===== src/hdl/nmea_rmc_pkg.sv =====
// ----------------------------------------------------------------------------
// NMEA RMC field extractor package
// Shared types, constants and digit conversion functions.
// ----------------------------------------------------------------------------
package nmea_rmc_pkg;

  localparam int unsigned BYTE_W        = 8;
  localparam int unsigned HISTORY_DEPTH = 12;
  localparam int unsigned SNAP_DEPTH    = 12;
  localparam int unsigned POS_W         = 8;
  localparam int unsigned CFG_INDEX_W   = 2;
  localparam int unsigned CFG_DATA_W    = 8;

  localparam int unsigned VALUE_A_W = 10;
  localparam int unsigned VALUE_B_W = 7;
  localparam int unsigned VALUE_C_W = 12;
  localparam int unsigned VALUE_D_W = 7;
  localparam int unsigned CALC_W    = 12;
  localparam int unsigned OUT_DATA_W = 40;
  localparam int unsigned OUT_USER_W = 2;

  localparam logic [POS_W-1:0] TIME_POS_RST = 8'd8;
  localparam logic [POS_W-1:0] LAT_POS_RST  = 8'd26;
  localparam logic [POS_W-1:0] LON_POS_RST  = 8'd39;
  localparam logic [POS_W-1:0] DATE_POS_RST = 8'd58;

  localparam logic [BYTE_W-1:0] CHAR_DOLLAR = 8'h24;
  localparam logic [BYTE_W-1:0] CHAR_G      = 8'h47;
  localparam logic [BYTE_W-1:0] CHAR_P      = 8'h50;
  localparam logic [BYTE_W-1:0] CHAR_R      = 8'h52;
  localparam logic [BYTE_W-1:0] CHAR_M      = 8'h4D;
  localparam logic [BYTE_W-1:0] CHAR_N      = 8'h4E;
  localparam logic [BYTE_W-1:0] CHAR_W      = 8'h57;

  localparam logic [CALC_W-1:0] ASCII_ZERO = 12'h030;
  localparam logic [CALC_W-1:0] YEAR_BASE  = 12'd2000;

  typedef enum logic [CFG_INDEX_W-1:0] {
    CFG_TIME_POS = 2'd0,
    CFG_LAT_POS  = 2'd1,
    CFG_LON_POS  = 2'd2,
    CFG_DATE_POS = 2'd3
  } cfg_index_t;

  typedef enum logic [1:0] {
    KIND_TIME = 2'd0,
    KIND_LAT  = 2'd1,
    KIND_LON  = 2'd2,
    KIND_DATE = 2'd3
  } record_kind_t;

  typedef struct packed {
    record_kind_t                          kind;
    logic [SNAP_DEPTH-1:0][BYTE_W-1:0]     hist;
  } match_item_t;

  function automatic logic [CALC_W-1:0] digit_val(input logic [BYTE_W-1:0] ch);
    digit_val = {{(CALC_W-BYTE_W){1'b0}}, ch} - ASCII_ZERO;
  endfunction

  function automatic logic [CALC_W-1:0] digit_pair(input logic [BYTE_W-1:0] hi,
                                                   input logic [BYTE_W-1:0] lo);
    digit_pair = CALC_W'(digit_val(hi) * CALC_W'(10)) + digit_val(lo);
  endfunction

  function automatic logic [CALC_W-1:0] digit_triple(input logic [BYTE_W-1:0] h2,
                                                     input logic [BYTE_W-1:0] hi,
                                                     input logic [BYTE_W-1:0] lo);
    digit_triple = CALC_W'(digit_val(h2) * CALC_W'(100)) + digit_pair(hi, lo);
  endfunction

endpackage


===== src/hdl/nmea_rmc_match.sv =====
// ----------------------------------------------------------------------------
// NMEA RMC position matcher
// Keeps the byte history, the header detector and the position counter,
// and registers a snapshot of the history when a configured position hits.
// ----------------------------------------------------------------------------
module nmea_rmc_match #(
  parameter int unsigned HISTORY_DEPTH = nmea_rmc_pkg::HISTORY_DEPTH
) (
  input  logic                                  clk,
  input  logic                                  rst,
  input  logic                                  in_valid,
  output logic                                  in_ready,
  input  logic [nmea_rmc_pkg::BYTE_W-1:0]       in_byte,
  input  logic [nmea_rmc_pkg::POS_W-1:0]        time_pos,
  input  logic [nmea_rmc_pkg::POS_W-1:0]        lat_pos,
  input  logic [nmea_rmc_pkg::POS_W-1:0]        lon_pos,
  input  logic [nmea_rmc_pkg::POS_W-1:0]        date_pos,
  output logic                                  item_valid,
  input  logic                                  item_ready,
  output nmea_rmc_pkg::match_item_t             item
);

  logic [HISTORY_DEPTH-1:0][nmea_rmc_pkg::BYTE_W-1:0] history;
  logic [HISTORY_DEPTH-1:0][nmea_rmc_pkg::BYTE_W-1:0] history_next;
  logic [nmea_rmc_pkg::POS_W-1:0]                     position_count;
  logic [nmea_rmc_pkg::POS_W-1:0]                     count_base;
  logic                                               sentence_busy;
  logic                                               busy_now;
  logic                                               header_hit;
  logic                                               hit;
  logic                                               accept;
  nmea_rmc_pkg::record_kind_t                         kind;

  assign in_ready = !item_valid || item_ready;
  assign accept   = in_valid && in_ready;

  always_comb begin
    history_next[0] = in_byte;
    for (int i = 1; i < HISTORY_DEPTH; i++) begin
      history_next[i] = history[i-1];
    end
    header_hit = (history[3] == nmea_rmc_pkg::CHAR_DOLLAR) &&
                 (history[2] == nmea_rmc_pkg::CHAR_G) &&
                 (history[1] == nmea_rmc_pkg::CHAR_P) &&
                 (history[0] == nmea_rmc_pkg::CHAR_R) &&
                 (in_byte == nmea_rmc_pkg::CHAR_M);
    count_base = header_hit ? '0 : position_count;
    busy_now   = sentence_busy || header_hit;
    hit        = 1'b1;
    if (count_base == time_pos) begin
      kind = nmea_rmc_pkg::KIND_TIME;
    end else if (count_base == lat_pos) begin
      kind = nmea_rmc_pkg::KIND_LAT;
    end else if (count_base == lon_pos) begin
      kind = nmea_rmc_pkg::KIND_LON;
    end else if (count_base == date_pos) begin
      kind = nmea_rmc_pkg::KIND_DATE;
    end else begin
      kind = nmea_rmc_pkg::KIND_TIME;
      hit  = 1'b0;
    end
    hit = hit && busy_now;
  end

  always_ff @(posedge clk) begin
    if (rst) begin
      history        <= '0;
      position_count <= '0;
      sentence_busy  <= 1'b0;
      item_valid     <= 1'b0;
    end else begin
      if (accept) begin
        history        <= history_next;
        position_count <= count_base + 1'b1;
        sentence_busy  <= busy_now && !(hit && kind == nmea_rmc_pkg::KIND_DATE);
      end
      if (in_ready) begin
        item_valid <= accept && hit;
      end
    end
  end

  always_ff @(posedge clk) begin
    if (accept && in_ready) begin
      item.kind <= kind;
      for (int k = 0; k < nmea_rmc_pkg::SNAP_DEPTH; k++) begin
        item.hist[k] <= history_next[k];
      end
    end
  end

endmodule


===== src/hdl/nmea_rmc_decode.sv =====
// ----------------------------------------------------------------------------
// NMEA RMC record decoder
// Converts the ASCII digits of a matched snapshot into binary fields and
// holds the finished record in the output register.
// ----------------------------------------------------------------------------
module nmea_rmc_decode (
  input  logic                                    clk,
  input  logic                                    rst,
  input  logic                                    item_valid,
  output logic                                    item_ready,
  input  nmea_rmc_pkg::match_item_t               item,
  output logic                                    out_valid,
  input  logic                                    out_ready,
  output logic [nmea_rmc_pkg::OUT_DATA_W-1:0]     out_data,
  output logic [nmea_rmc_pkg::OUT_USER_W-1:0]     out_user
);

  logic [nmea_rmc_pkg::CALC_W-1:0]    a_calc;
  logic [nmea_rmc_pkg::CALC_W-1:0]    b_calc;
  logic [nmea_rmc_pkg::CALC_W-1:0]    c_calc;
  logic [nmea_rmc_pkg::CALC_W-1:0]    d_calc;
  logic                               hemi;
  logic [nmea_rmc_pkg::OUT_DATA_W-1:0] data_next;

  assign item_ready = !out_valid || out_ready;

  always_comb begin
    a_calc = nmea_rmc_pkg::digit_pair(item.hist[5], item.hist[4]);
    b_calc = nmea_rmc_pkg::digit_pair(item.hist[3], item.hist[2]);
    c_calc = nmea_rmc_pkg::digit_pair(item.hist[1], item.hist[0]);
    d_calc = '0;
    hemi   = 1'b0;
    case (item.kind)
      nmea_rmc_pkg::KIND_TIME: begin
      end
      nmea_rmc_pkg::KIND_LAT: begin
        a_calc = nmea_rmc_pkg::digit_pair(item.hist[10], item.hist[9]);
        b_calc = nmea_rmc_pkg::digit_pair(item.hist[8], item.hist[7]);
        c_calc = nmea_rmc_pkg::digit_pair(item.hist[5], item.hist[4]);
        d_calc = nmea_rmc_pkg::digit_pair(item.hist[3], item.hist[2]);
        hemi   = (item.hist[0] == nmea_rmc_pkg::CHAR_N);
      end
      nmea_rmc_pkg::KIND_LON: begin
        a_calc = nmea_rmc_pkg::digit_triple(item.hist[11], item.hist[10], item.hist[9]);
        b_calc = nmea_rmc_pkg::digit_pair(item.hist[8], item.hist[7]);
        c_calc = nmea_rmc_pkg::digit_pair(item.hist[5], item.hist[4]);
        d_calc = nmea_rmc_pkg::digit_pair(item.hist[3], item.hist[2]);
        hemi   = (item.hist[0] == nmea_rmc_pkg::CHAR_W);
      end
      nmea_rmc_pkg::KIND_DATE: begin
        c_calc = nmea_rmc_pkg::digit_pair(item.hist[1], item.hist[0]) +
                 nmea_rmc_pkg::YEAR_BASE;
      end
      default: begin
      end
    endcase
    data_next = {3'b000, hemi,
                 d_calc[nmea_rmc_pkg::VALUE_D_W-1:0],
                 c_calc[nmea_rmc_pkg::VALUE_C_W-1:0],
                 b_calc[nmea_rmc_pkg::VALUE_B_W-1:0],
                 a_calc[nmea_rmc_pkg::VALUE_A_W-1:0]};
  end

  always_ff @(posedge clk) begin
    if (rst) begin
      out_valid <= 1'b0;
    end else if (item_ready) begin
      out_valid <= item_valid;
    end
  end

  always_ff @(posedge clk) begin
    if (item_ready && item_valid) begin
      out_data <= data_next;
      out_user <= item.kind;
    end
  end

endmodule


===== src/hdl/nmea_rmc_field_extractor.sv =====
// ----------------------------------------------------------------------------
// NMEA RMC field extractor
// Scans a received character stream for RMC sentences and emits time,
// latitude, longitude and date records at configured byte positions.
//
//   Channel   Direction  Payload
//   s_axis    in         tdata[7:0] rx_byte
//   m_axis    out        tdata: value_a, value_b, value_c, value_d,
//                        hemisphere_match; tuser: record_kind
//   cfg       in         cfg_we, cfg_index, cfg_data (four 8-bit positions)
//
// One byte is accepted every cycle while the input is not stalled. A record
// passes through the match register and then the output register. Reset
// clears the history, counter and busy flag and restores the default
// positions. A stall on the output holds both stages; input stalls only
// once both are full.
// ----------------------------------------------------------------------------
module nmea_rmc_field_extractor #(
  parameter int unsigned HISTORY_DEPTH = nmea_rmc_pkg::HISTORY_DEPTH
) (
  input  logic                                        clk,
  input  logic                                        rst,
  input  logic                                        s_axis_tvalid,
  output logic                                        s_axis_tready,
  input  logic [nmea_rmc_pkg::BYTE_W-1:0]             s_axis_tdata,  // [7:0] rx_byte
  output logic                                        m_axis_tvalid,
  input  logic                                        m_axis_tready,
  // [9:0] value_a, [16:10] value_b, [28:17] value_c, [35:29] value_d,
  // [36] hemisphere_match, [39:37] zero
  output logic [nmea_rmc_pkg::OUT_DATA_W-1:0]         m_axis_tdata,
  output logic [nmea_rmc_pkg::OUT_USER_W-1:0]         m_axis_tuser,  // [1:0] record_kind
  input  logic                                        cfg_we,
  input  logic [nmea_rmc_pkg::CFG_INDEX_W-1:0]        cfg_index,
  input  logic [nmea_rmc_pkg::CFG_DATA_W-1:0]         cfg_data
);

  logic [nmea_rmc_pkg::POS_W-1:0] time_pos;
  logic [nmea_rmc_pkg::POS_W-1:0] lat_pos;
  logic [nmea_rmc_pkg::POS_W-1:0] lon_pos;
  logic [nmea_rmc_pkg::POS_W-1:0] date_pos;
  logic                           match_valid;
  logic                           match_ready;
  nmea_rmc_pkg::match_item_t      match_item;

  always_ff @(posedge clk) begin
    if (rst) begin
      time_pos <= nmea_rmc_pkg::TIME_POS_RST;
      lat_pos  <= nmea_rmc_pkg::LAT_POS_RST;
      lon_pos  <= nmea_rmc_pkg::LON_POS_RST;
      date_pos <= nmea_rmc_pkg::DATE_POS_RST;
    end else if (cfg_we) begin
      case (nmea_rmc_pkg::cfg_index_t'(cfg_index))
        nmea_rmc_pkg::CFG_TIME_POS: time_pos <= cfg_data;
        nmea_rmc_pkg::CFG_LAT_POS:  lat_pos  <= cfg_data;
        nmea_rmc_pkg::CFG_LON_POS:  lon_pos  <= cfg_data;
        nmea_rmc_pkg::CFG_DATE_POS: date_pos <= cfg_data;
        default: begin
        end
      endcase
    end
  end

  nmea_rmc_match #(
    .HISTORY_DEPTH(HISTORY_DEPTH)
  ) u_match (
    .clk       (clk),
    .rst       (rst),
    .in_valid  (s_axis_tvalid),
    .in_ready  (s_axis_tready),
    .in_byte   (s_axis_tdata),
    .time_pos  (time_pos),
    .lat_pos   (lat_pos),
    .lon_pos   (lon_pos),
    .date_pos  (date_pos),
    .item_valid(match_valid),
    .item_ready(match_ready),
    .item      (match_item)
  );

  nmea_rmc_decode u_decode (
    .clk       (clk),
    .rst       (rst),
    .item_valid(match_valid),
    .item_ready(match_ready),
    .item      (match_item),
    .out_valid (m_axis_tvalid),
    .out_ready (m_axis_tready),
    .out_data  (m_axis_tdata),
    .out_user  (m_axis_tuser)
  );

endmodule


===== config.mk =====
export PLATFORM = sky130hd
export DESIGN_NAME = nmea_rmc_field_extractor
export DESIGN_NICKNAME = d
export VERILOG_FILES = /design/src/hdl/nmea_rmc_pkg.sv /design/src/hdl/nmea_rmc_match.sv /design/src/hdl/nmea_rmc_decode.sv /design/src/hdl/nmea_rmc_field_extractor.sv
export SDC_FILE = /design/constraint.sdc
export NUM_CORES = 1
export LEC_CHECK = 0
export BUFFER_PORTS_ARGS = -buffer_cell sky130_fd_sc_hd__clkbuf_2
export CORE_UTILIZATION = 55
export DETAILED_ROUTE_END_ITERATION = 6
export PLACE_DENSITY = 0.75
export REMOVE_ABC_BUFFERS = 1
export SYNTH_ARGS = -nofsm -noshare
export SYNTH_HDL_FRONTEND = slang
export SYNTH_SLANG_ARGS = --single-unit

===== constraint.sdc =====
create_clock -name clk -period 6.2 [get_ports clk]
set_input_delay 1.24 -clock clk [delete_from_list [all_inputs] [get_ports clk]]
set_output_delay 1.24 -clock clk [all_outputs]
set_load 0.005 [all_outputs]

======== Word-level counts from Yosys, hierarchy flattened ========
Cells that the tools add are included.
storage, ports and cells
  register bits ........................... 258
  bits of input ports ..................... 23
  output and inout port bits .............. 44
  word-level logic and storage cells ...... 113
cells by class
  $add $sub $neg .......................... 19
  multipliers ............................. 6
  equal/unequal tests ..................... 18
  multiplexer cells ....................... 13
  reductions and logical operators ........ 23
operators with widths
  cell                                                 number
  subtractor 8 x 6 -> 9 bit, second input constant     9
  equality test 8 x 7 -> 1 bit, second input constant  6
  equality test 8 bit                                  4
  adder 12 bit                                         2
  multiplier 12 x 3 -> 11 bit, second input constant   2
  multiplier 12 x 3 -> 6 bit, second input constant    2
  case mux 12 bit (2 select lines)                     1
  adder 10 bit                                         2
  case mux 10 bit (2 select lines)                     1
  adder 7 bit                                          2
  subtractor 7 x 6 -> 7 bit, second input constant     2
  adder 12 x 11 -> 12 bit, second input constant       1
  multiplier 12 x 3 -> 9 bit, second input constant    1
  multiplier 12 x 5 -> 8 bit, second input constant    1
  logical AND 1 bit                                    11
  equality test 2 bit, second input constant           5
  adder 8 x 1 -> 8 bit, second input constant          1
  equality test 8 x 6 -> 1 bit, second input constant  1
  two-way mux 2 bit                                    4
  two-way mux 8 bit                                    1
  AND reduction 2 bit                                  4
  two-way mux 7 bit                                    1
  equality test 2 x 1 -> 1 bit, second input constant  2
  two-way mux 1 bit                                    4
  5 further kinds                                      9

======== Logic depth before layout (Yosys ltp) ========
Gate-level depths: netlist (run 1).
  word-level depth ........................ 15
  gate-level depth with buffers ........... 17
  mapped depth without buffers ............ 17

======== Modules after synthesis ========
Synthesis (run 1) repeated with hierarchy kept, for this count alone.
second synthesis, totals
  cells, all modules ...................... 1400
  area, all modules ....................... 14274.9 sq um
by module, submodules not included
  module                    times used  cells an instance  area an instance (sq um)  sequential area each (sq um)
  nmea_rmc_match            1           690                7404.6                    4904.7
  nmea_rmc_decode           1           586                5567.8                    1191.1
  nmea_rmc_field_extractor  1           124                1302.5                    640.6

======== Worst setup path before layout (run 1) ========
No wires, ideal clock.
  path type ............................... input-to-reg
  from .................................... input port m_axis_tready
  to ...................................... register, netlist name u_match.item[0]
  setup time .............................. 482 ps
  arrival time ............................ 4130 ps
  required time ........................... 5718 ps
  slack ................................... 1589 ps
  stages on the path ...................... 5
  buffers on the path ..................... 1
  cell sequence ........................... nor2b_1 -> nand2_1 -> nand2_1 -> inv_1 -> clkbuf_1
on the way
  cells in the longest elaborated chain, start to end .. 4
RTL lines
  item                line                            text
  from (decl)         nmea_rmc_field_extractor.sv:27  input logic m_axis_tready,
  logical OR 1 bit    nmea_rmc_decode.sv:25           assign item_ready = !out_valid || out_ready;
  logical OR 1 bit    nmea_rmc_match.sv:34            assign in_ready = !item_valid || item_ready;
  via s_axis_tready   nmea_rmc_field_extractor.sv:24  output logic s_axis_tready,
  logical AND 1 bit   nmea_rmc_match.sv:35            assign accept = in_valid && in_ready;
  via u_match.accept  nmea_rmc_match.sv:31            logic accept;
  logical AND 1 bit   nmea_rmc_match.sv:84            if (accept && in_ready) begin
The timed path passes the listed nets, and every way through them passes these cells.
A chain may end at the register's enable or synchronous reset.

======== Final worst setup path (run 1) ========
  from .................................... register, netlist name u_match.item[84]
  to ...................................... register u_decode.out_data[9] (netlist bit) (data pin)
on the way
  cells in the longest elaborated chain, start to end .. 5
RTL lines
  item                                  line                   text
  subtractor 8 x 6 -> 9 bit (*)         nmea_rmc_pkg.sv:58     digit_val = {{(CALC_W-BYTE_W){1'b0}}, ch} - ASCII_ZERO;
  multiplier 12 x 3 -> 9 bit (*)        nmea_rmc_pkg.sv:63     digit_pair = CALC_W'(digit_val(hi) * CALC_W'(10)) + digit_val(lo);
  adder 10 bit (*)                      nmea_rmc_pkg.sv:63
  adder 10 bit                          nmea_rmc_pkg.sv:69     digit_triple = CALC_W'(digit_val(h2) * CALC_W'(100)) + digit_pair(hi, lo);
  case mux 10 bit (2 select lines) (*)  nmea_rmc_decode.sv:33  case (item.kind)
  via u_decode.a_calc (one bit)         nmea_rmc_decode.sv:18  logic [nmea_rmc_pkg::CALC_W-1:0] a_calc;
  to (signal assigned)                  nmea_rmc_decode.sv:74  out_data <= data_next;
  to (decl)                             nmea_rmc_decode.sv:14  output logic [nmea_rmc_pkg::OUT_DATA_W-1:0] out_data,
The timed path passes the listed nets; every way through them passes the cells marked *.

==> results.json, run 1 <==
{
  "status": "finished clean",
  "multi_input_area_sq_um": 6880,
  "seq_area_sq_um": 6320,
  "syn_area_per_cell_sq_um": 9.81,
  "setup_ws_ns": 1.86,
  "hold_class": "flop to flop",
  "fillers": 1966,
  "grt.overflow.total": 0,
  "wl_per_cell_um": 16.3,
  "grt_setup_unrepaired": "no",
  "syn_to_final_growth_pct": 10.7,
  "clkTransAtPathRegs_ns": 0.06,
  "cp_data_arrival_time_ns": 4.61,
  "cts.sinks": 254,
  "grt_pass1_vias": 9704,
  "layout.nets": 1589,
  "ios": 67,
  "core_area_sq_um": 24300,
  "synth_warnings": 0,
  "dieArea_sq_um": 25500,
  "cts_setup_buffers": 0,
  "finalMaxSlewViolations": 0,
  "antenna_cells": 0,
  "setup.worst_path.start_class": "flop",
  "grt_pass1_wl_um": 47400,
  "root_buffer": "clkbuf_16",
  "synthCells": 1391,
  "place.gp.congestion": 0.988,
  "synth_common_cells": "nand2_1 (249), a21oi_1 (153), dfxtp_1 (131)",
  "seqPwrFrac": 0.417,
  "portBuffers": 63,
  "comb_power_share": 0.216,
  "critical_path_required_ns": 6.47,
  "p_sw_uw": 1220,
  "layout-drive-gt1-share": 0.0912,
  "synth.most_common_cell": "nand2_1",
  "viasPerCell": 5.69,
  "dp_hpwl_um": 20500,
  "drc_errors": 0,
  "final.setup_skew_ns": 0.0229,
  "dpl_worst_slack_ns": 1.91,
  "power_density_nw_per_um2": 294,
  "worstSkewPairLatency_ns": 0.54,
  "worstSetupPathType": "flop to flop",
  "h-tree-depth": 1,
  "worst_slew_pin_slew_ns": 1.19,
  "antenna_found_initial": 0,
  "ir_drop_uv": 208,
  "p_leak_uw": 0.00597,
  "place_inst": 1724,
  "rows": 57,
  "ys_seq_area_frac": 0.463,
  "p_clk_frac": 0.367,
  "synth_edf_count": 123,
  "cts.path.max_buffers": 3,
  "intPower_uw": 3230,
  "dieHeight_um": 160,
  "fin_cells": 1772,
  "crit_path_max_fanout": 5,
  "antenna_violating_nets_post_route": 0,
  "min_period_over_period": 0.700,
  "cts_hold_buffers": 0,
  "synth_top_area_cell": "edfxtp_1",
  "ys_ff_latch": 254,
  "post_cts_resized": 0,
  "drv_cap": 0,
  "vias": 10100,
  "endpoint_kind": "flop",
  "yosysUniqueCellTypes": 70,
  "synth_top_area_frac": 0.271,
  "design_area_sq_um": 15100,
  "grt_max_degree": 101,
  "grtUsageTotal": 0.228,
  "hold_violations": 0,
  "period_minus_slack_ns": 4.34,
  "place_area_sq_um": 14200,
  "start_util": 0.561,
  "synthesis.area_sq_um": 13700,
  "setup_viol": 0,
  "ys.flop_type": "dfxtp_1",
  "drtPass1Iterations": 5,
  "swShare": 0.275,
  "tritoncts": "built",
  "max_freq_mhz": 230,
  "synthTopCellsByArea": "edfxtp_1 (27%), dfxtp_1 (19%), ha_1 (11%), nand2_1 (6.8%), a21oi_1 (5.6%)",
  "drt_iter0_drc": 604,
  "async_reset_ff_frac": 0,
  "die-width_um": 160,
  "cts_made_buffers": 26,
  "relSlewSlack": 0.207,
  "routed_wl_um": 29000
}
per-layer routing:
layer | vias up | share of wire | global-route usage | routed length (um)
li1 | 4989 | - | - | -
met2 | 258 | 0.47 | 0.386 | 13700
met5 | - | 0 | 0 | 0
met3 | 61 | 0.048 | 0.0315 | 1390
met4 | 0 | 0.027 | 0.0726 | 775
met1 | 4766 | 0.45 | 0.301 | 13100
final timing paths:
check / startpoint / end / slack (ns) / depth (start not counted)
max: u_match.item[84] / u_decode.out_data[9] / 1.86 / 14
min: u_match.history[83] / u_match.item[91] / 0.43 / 0
max reg2reg: u_match.item[84] / u_decode.out_data[9] / 1.86 / 14
min reg2reg: u_match.history[83] / u_match.item[91] / 0.43 / 0
layout by cell type (no fill, tap or decap), drive strengths merged, types with 7 or more instances in the layout:
cell type / instances
nand2: 249
a21oi: 153
dfxtp: 131
ha: 125
edfxtp: 123
clkbuf: 98
xnor2: 75
nor2: 73
inv: 65
o21ai: 35
nand3: 25
xor2: 23
a21o: 22
nor3: 18
nand3b: 15
mux2i: 13
fa: 13
or3: 10
nand2b: 9
a221oi: 9
a22oi: 9
and2: 8
nor2b: 8
o32ai: 7
buf: 7
nor4b: 7
layout make-up:
type,count,area share
multi-input cells,1014,0.455
clock inverters,12,0.0110
clock buffers,36,0.0489
inverters,63,0.0160
well taps,324,0.0268
flip-flops and latches,254,0.418
repair buffers,69,0.0240
power groups by stage:
stage / Clock (uW) / Combinational, uW / Sequential (uW)
finish: 1630 / 959 / 1850
CTS: 1650 / 959 / 1850
global placement: 0 / 925 / 1890
floorplan: 0 / 740 / 1880
global route: 1720 / 1070 / 1860
detailed placement: 0 / 950 / 1890
flip-flops by register name, summed over array words and instances (netlist names):
register and count:
time_pos 8, u_match.item 84, u_match.sentence_busy 1, u_decode.out_user 2
u_match.position_count 8, date_pos 8, u_match.history 88, u_decode.out_data 37
lat_pos 8, u_decode.out_valid 1, lon_pos 8, u_match.item_valid 1
metrics by stage:
stage                     utilization  TNS, ns  hold WS [ns]  total power [uW]
final                           0.621        0         0.431              4450
after detailed placement        0.584        0         0.420              2840
after floorplan                     -   -74.96         0.408              2620
after global routing            0.621        0         0.443              4640
after global placement          0.584        0         0.417              2810
after CTS                       0.621        0         0.434              4460
worst max-delay path, stage by stage, from the launching register on:
cell and delay, ns:
edfxtp_1 0.45, ha_1 0.36, ha_1 0.29, ha_1 0.35, a21oi_1 0.19, xnor2_1 0.09, ha_1 0.25, a2111oi_0 0.41
o21ai_0 0.21, nor2b_1 0.17, ha_1 0.19, a2111oi_0 0.36, o21ai_0 0.22, nand4b_1 0.11, or3b_2 0.43
cells by family after synthesis:
| family | after synthesis | share of synthesized area |
|---|---|---|
| adders and majority gates | 138 | 0.134 |
| AOI/OAI and AO/OA | 305 | 0.140 |
| and+or+nand+nor | 452 | 0.152 |
| xor gates and xnor gates | 98 | 0.0629 |
| DFF | 254 | 0.463 |
| muxes | 18 | 0.0137 |
| buffers and inverters | 125 | 0.0353 |
| other | 1 | 0.000275 |
(Power assumes the default switching activity.)
==> run 2, diff against run 1 <==
==> constraint.sdc (replaced) <==
create_clock -name clk -period 4.5 [get_ports clk]
set_input_delay 0.9 -clock clk [delete_from_list [all_inputs] [get_ports clk]]
set_output_delay 0.9 -clock clk [all_outputs]
set_load 0.005 [all_outputs]
==> results.json, run 2 (synthesis gave the netlist of run 1 again) <==
{
  "seqPwrFrac": 0.418,
  "reg2regPathDepth": 15,
  "dieArea_sq_um": 25500,
  "vias": 10100,
  "grt_pass1_wl_um": 47000,
  "place.gp.congestion": 0.901,
  "grt_setup_unrepaired": "no",
  "worstSkewPairLatency_ns": 0.54,
  "p_leak_uw": 0.00598,
  "portBuffers": 63,
  "comb_power_share": 0.217,
  "layout-drive-gt1-share": 0.0966,
  "die-width_um": 160,
  "ios": 67,
  "wl_per_cell_um": 15.8,
  "wl_met3_um": 1230,
  "cp_data_arrival_time_ns": 4.51,
  "cp_common_cell": "ha_1",
  "cts.path.max_buffers": 3,
  "p_sw_uw": 1710,
  "setup_ws_ns": 0.261,
  "h-tree-depth": 1,
  "power_density_nw_per_um2": 404,
  "grt_max_degree": 108,
  "finalMaxSlewViolations": 0,
  "drt_iter0_drc": 614,
  "grt_pass1_vias": 9665,
  "met2_length_um": 13400,
  "status": "finished clean",
  "rows": 57,
  "core_area_sq_um": 24300,
  "max_freq_mhz": 236,
  "antenna_cells": 0,
  "final.setup_skew_ns": 0.0147,
  "routed_wl_um": 28100,
  "wirelength_met1_um": 12800,
  "syn_to_final_growth_pct": 10.8,
  "antenna_found_initial": 2,
  "setup.worst_path.start_class": "flop",
  "top_register": "u_match.history",
  "crit_buf_inv": 0,
  "layout.nets": 1591,
  "intPower_uw": 4400,
  "cts.sinks": 254,
  "drv_cap": 0,
  "min_period_over_period": 0.942,
  "cp_cell_sequence": "ha_1 -> ha_1 -> ha_1 -> xnor2_1 -> ha_1 -> nand2_1 -> o21ai_0 -> nor2_1 -> xnor2_2 -> ha_1 -> or2_2 -> a21oi_1 -> o21ai_0 -> nand4b_1 -> or3b_2",
  "p_clk_frac": 0.365,
  "dieHeight_um": 160,
  "hold_violations": 0,
  "dp_hpwl_um": 20000,
  "drc_errors": 0,
  "grt.overflow.total": 0,
  "critical_path_required_ns": 4.77,
  "grtUsageTotal": 0.224,
  "reg.largest.list": "u_match.history x88, u_match.item x84, u_decode.out_data x37",
  "viasPerCell": 5.67,
  "endpoint_kind": "flop",
  "period_minus_slack_ns": 4.24,
  "relSlewSlack": 0.218,
  "worst_slew_pin_slew_ns": 1.17,
  "hold_class": "flop to flop",
  "hold_depth": 0,
  "root_buffer": "clkbuf_16",
  "setup_viol": 0,
  "cp_top_family": "adder cells",
  "clkTransAtPathRegs_ns": 0.06,
  "worstSetupPathType": "flop to flop",
  "worstSetupPathDepth": 15,
  "final_common_cell": "nand2_1",
  "largest_reg_flops": 88,
  "final_cell_mix": "nand2_1 (248), a21oi_1 (153), dfxtp_1 (131)",
  "ir_drop_uv": 309,
  "cpMaxStageDelayCell": "edfxtp_1",
  "drtPass1Iterations": 6,
  "total_power_uw": 6110,
  "swShare": 0.280,
  "cts_made_buffers": 25,
  "r2r_setup_slack_ns": 0.26,
  "dpl_worst_slack_ns": 0.0909,
  "fillers": 1979,
  "cts_hold_buffers": 0,
  "top_layer": "met5",
  "antenna_violating_nets_post_route": 0,
  "start_util": 0.561,
  "crit_path_max_fanout": 5,
  "tritoncts": "built",
  "slowest_delay_ns": 0.46
}
## run 2: cell types whose count changed in the layout (fill, tap and decap cells not counted), sizes merged
| cell | previous run | this run |
|---|---|---|
| buf | 7 | 10 |
| clkbuf | 98 | 94 |
| clkinvlp | 1 | 3 |
## run 2: metal layers
metal  vias to the layer above  global-route usage
met4                         4              0.0608
met3                        62              0.0323
met5                         -                   0
met1                      4762               0.302
met2                       218               0.377
li1                       5009                   -
## run 2: area by class of cell
type	count	area, sq um	share of cell area
tap	324	405	0.0268
multi-input combinational	1014	6890	0.455
sequential	254	6320	0.417
inverter	63	241	0.0160
clock inverter	14	200	0.0132
clock buffer	32	692	0.0457
timing repair buffer	72	385	0.0255
## run 2: worst paths after layout
kind	start	endpoint
max	u_match.item[84]	u_decode.out_data[9]
min	u_match.history[82]	u_match.item[90]
max reg2reg	u_match.item[84]	u_decode.out_data[9]
min reg2reg	u_match.history[82]	u_match.item[90]
## run 2: metrics by stage
stage / area [sq um] / setup TNS [ns] / hold WS [ns] / instances / utilization
after floorplan: 13400 / -321.12 / 0.408 / 1331 / -
after global placement: 14200 / 0 / 0.416 / 1727 / 0.585
after detailed placement: 14200 / 0 / 0.418 / 1727 / 0.585
after CTS: 15100 / 0 / 0.433 / 1773 / 0.622
after global routing: 15100 / 0 / 0.446 / 1773 / 0.622
final: 15100 / 0 / 0.433 / 1773 / 0.622
## run 2: worst reg2reg max path, stage by stage, from the launching register on
cell and delay [ns]:
edfxtp_1 0.46, ha_1 0.36, ha_1 0.29, ha_1 0.35, xnor2_1 0.15, ha_1 0.34, nand2_1 0.06, o21ai_0 0.23
nor2_1 0.12, xnor2_2 0.16, ha_1 0.32, or2_2 0.28, a21oi_1 0.17, o21ai_0 0.13, nand4b_1 0.11, or3b_2 0.44
## run 2: repair_timing
item,4_1_cts,5_1_grt
hold endpoints to repair,0,0
resized for setup,0,4
setup buffers,0,0
endpoints found under the setup margin,0,1
## run 2: power by group through the flow
stage	Combinational [uW]	Clock [uW]	Sequential [uW]
after detailed placement	1300	0	2600
after global routing	1490	2350	2560
after CTS	1320	2260	2550
final	1330	2230	2550
after floorplan	1020	0	2590
after global placement	1270	0	2600
==> run 3, diff against run 2 <==
--- a/config.mk
+++ b/config.mk
@@ -6,9 +6,11 @@
 export NUM_CORES = 1
 export LEC_CHECK = 0
 export BUFFER_PORTS_ARGS = -buffer_cell sky130_fd_sc_hd__clkbuf_2
-export CORE_UTILIZATION = 55
+export CELL_PAD_IN_SITES_DETAIL_PLACEMENT = 2
+export CELL_PAD_IN_SITES_GLOBAL_PLACEMENT = 2
+export CORE_UTILIZATION = 40
 export DETAILED_ROUTE_END_ITERATION = 6
-export PLACE_DENSITY = 0.75
+export PLACE_DENSITY = 0.82
 export REMOVE_ABC_BUFFERS = 1
 export SYNTH_ARGS = -nofsm -noshare
 export SYNTH_HDL_FRONTEND = slang
==> constraint.sdc (replaced) <==
create_clock -name clk -period 4.5 [get_ports clk]
set_input_delay 0.45 -clock clk [delete_from_list [all_inputs] [get_ports clk]]
set_output_delay 0.45 -clock clk [all_outputs]
set_load 0.005 [all_outputs]
==> results.json, run 3 (synthesis gave the netlist of run 1 again) <==
{
  "root_buffer": "clkbuf_16",
  "dieArea_sq_um": 34900,
  "clkTransAtPathRegs_ns": 0.07,
  "finalMaxSlewViolations": 0,
  "cts_made_buffers": 28,
  "max_freq_mhz": 229,
  "endpoint_kind": "flop",
  "core_area_sq_um": 33500,
  "cts.path.max_buffers": 3,
  "relSlewSlack": 0.331,
  "slowest_delay_ns": 0.46,
  "grt_setup_unrepaired": "no",
  "ios": 67,
  "critical_path_required_ns": 4.79,
  "vias": 10600,
  "final_cell_mix": "nand2_1 (248), a21oi_1 (153), dfxtp_1 (131)",
  "antenna_violating_nets_post_route": 0,
  "cp_top_family": "adder cells",
  "place_inst": 1852,
  "dieHeight_um": 187,
  "cts_hold_buffers": 0,
  "drtPass1Iterations": 4,
  "h-tree-depth": 1,
  "period_minus_slack_ns": 4.37,
  "fin_cells": 1908,
  "hold_end": "u_match.item[2]",
  "grt_max_degree": 92,
  "worstSetupPathDepth": 14,
  "drv_cap": 0,
  "reg.largest.list": "u_match.history x88, u_match.item x84, u_decode.out_data x37",
  "worstSkewPairLatency_ns": 0.55,
  "antenna_cells": 0,
  "portBuffers": 63,
  "hold_depth": 1,
  "rows": 67,
  "tns_ns": 0,
  "syn_to_final_growth_pct": 12.8,
  "top_register": "u_match.history",
  "ir_drop_uv": 280,
  "dpl_worst_slack_ns": -0.176,
  "worstSetupPathType": "flop to flop",
  "viasPerCell": 5.55,
  "cp_cell_sequence": "ha_1 -> ha_1 -> ha_1 -> xnor2_1 -> ha_1 -> or2_2 -> a21oi_1 -> o21ai_0 -> nor2b_1 -> ha_1 -> a21oi_1 -> or3_1 -> nand4b_1 -> or3b_2",
  "setup.worst_path.start_class": "flop",
  "cp_common_cell": "ha_1",
  "fin_util": 0.459,
  "start_util": 0.407,
  "reg2regPathDepth": 14,
  "r2r_end": "u_decode.out_data[9]",
  "grt_pass1_wl_um": 65900,
  "power_density_nw_per_um2": 416,
  "hold_violations": 0,
  "tritoncts": "built",
  "final.setup_skew_ns": 0.0159,
  "setup_viol": 0,
  "routed_wl_um": 41300,
  "fillers": 3553,
  "worst_slew_pin_slew_ns": 1.00,
  "setup_ws_ns": 0.125,
  "drc_errors": 0,
  "min_from": "s_axis_tdata[2]",
  "min_period_over_period": 0.972,
  "cpMaxStageDelayCell": "edfxtp_1",
  "status": "finished clean",
  "crit_buf_inv": 0,
  "antenna_found_initial": 0,
  "layout-drive-gt1-share": 0.100,
  "cp_data_arrival_time_ns": 4.66,
  "dp_hpwl_um": 27600,
  "die-width_um": 187,
  "hold_class": "input port to flop",
  "crit_path_max_fanout": 4,
  "place.gp.congestion": 0.790,
  "drt_iter0_drc": 441,
  "grtUsageTotal": 0.237,
  "r2r_setup_slack_ns": 0.13,
  "r2r-start": "u_match.item[84]",
  "largest_reg_flops": 88,
  "grt_pass1_vias": 11800,
  "wl_per_cell_um": 21.6,
  "cts.sinks": 254,
  "layout.nets": 1599,
  "final_common_cell": "nand2_1",
  "grt.overflow.total": 0,
  "p_leak_uw": 0.00605
}
## run 3: changes by cell type in the layout (fill, tap and decap cells not counted), moves of 2 or more
cell	before	now
clkinv_1	0	3
clkbuf_8	4	1
clkbuf_1	3	5
clkbuf_16	25	30
clkinvlp_4	3	1
buf_4	10	15
clkinv_4	1	3
## run 3: through the flow
stage / power [uW] / hold WS, ns / instance area [sq um]
global route: 6690 / 0.100 / 15400
global placement: 3920 / 0.419 / 14400
detailed placement: 4000 / 0.423 / 14400
floorplan: 3610 / 0.408 / 13400
CTS: 6450 / 0.0913 / 15400
finish: 6400 / 0.109 / 15400
## run 3: worst max path at each step
| stage | end | from |
|---|---|---|
| 5_1_grt | u_decode.out_data[9] | u_match.item[83] |
| 2_1_floorplan | u_match.position_count[3] | m_axis_tready |
| 3_3_place_gp | u_decode.out_data[9] | u_match.item[84] |
| 3_5_place_dp | u_decode.out_data[9] | u_match.item[84] |
| 6_report | u_decode.out_data[9] | u_match.item[84] |
| 4_1_cts | u_decode.out_data[9] | u_match.item[84] |
## run 3: metal layers
layer | vias to the layer above | track usage | wire length [um]
li1 | 5001 | - | -
met1 | 5345 | 0.289 | 18000
met2 | 162 | 0.437 | 21200
met3 | 73 | 0.0235 | 925
met4 | 0 | 0.0750 | 1200
met5 | - | 0 | 0
## run 3: cell type report
type                            instances  area, sq um  share of cell area
Sequential cell                       254         6320               0.410
Clock buffer                           36          783              0.0509
Multi-Input combinational cell       1014         6890               0.447
Timing Repair Buffer                   77          423              0.0275
Tap cell                              448          561              0.0364
Inverter                               63          241              0.0157
Clock inverter                         16          184              0.0119
## run 3: report_power, final
group          leakage [uW]  switching (uW)  total, uW  internal, uW
logic               0.00330             841       1430           585
clock network      0.000472            1000       2420          1410
registers           0.00227            63.2       2560          2500
## run 3: repair_timing
action,CTS,global route
gates cloned,0,0
buffers inserted,0,4
endpoints found under the setup margin,1,1
resized for setup,3,2
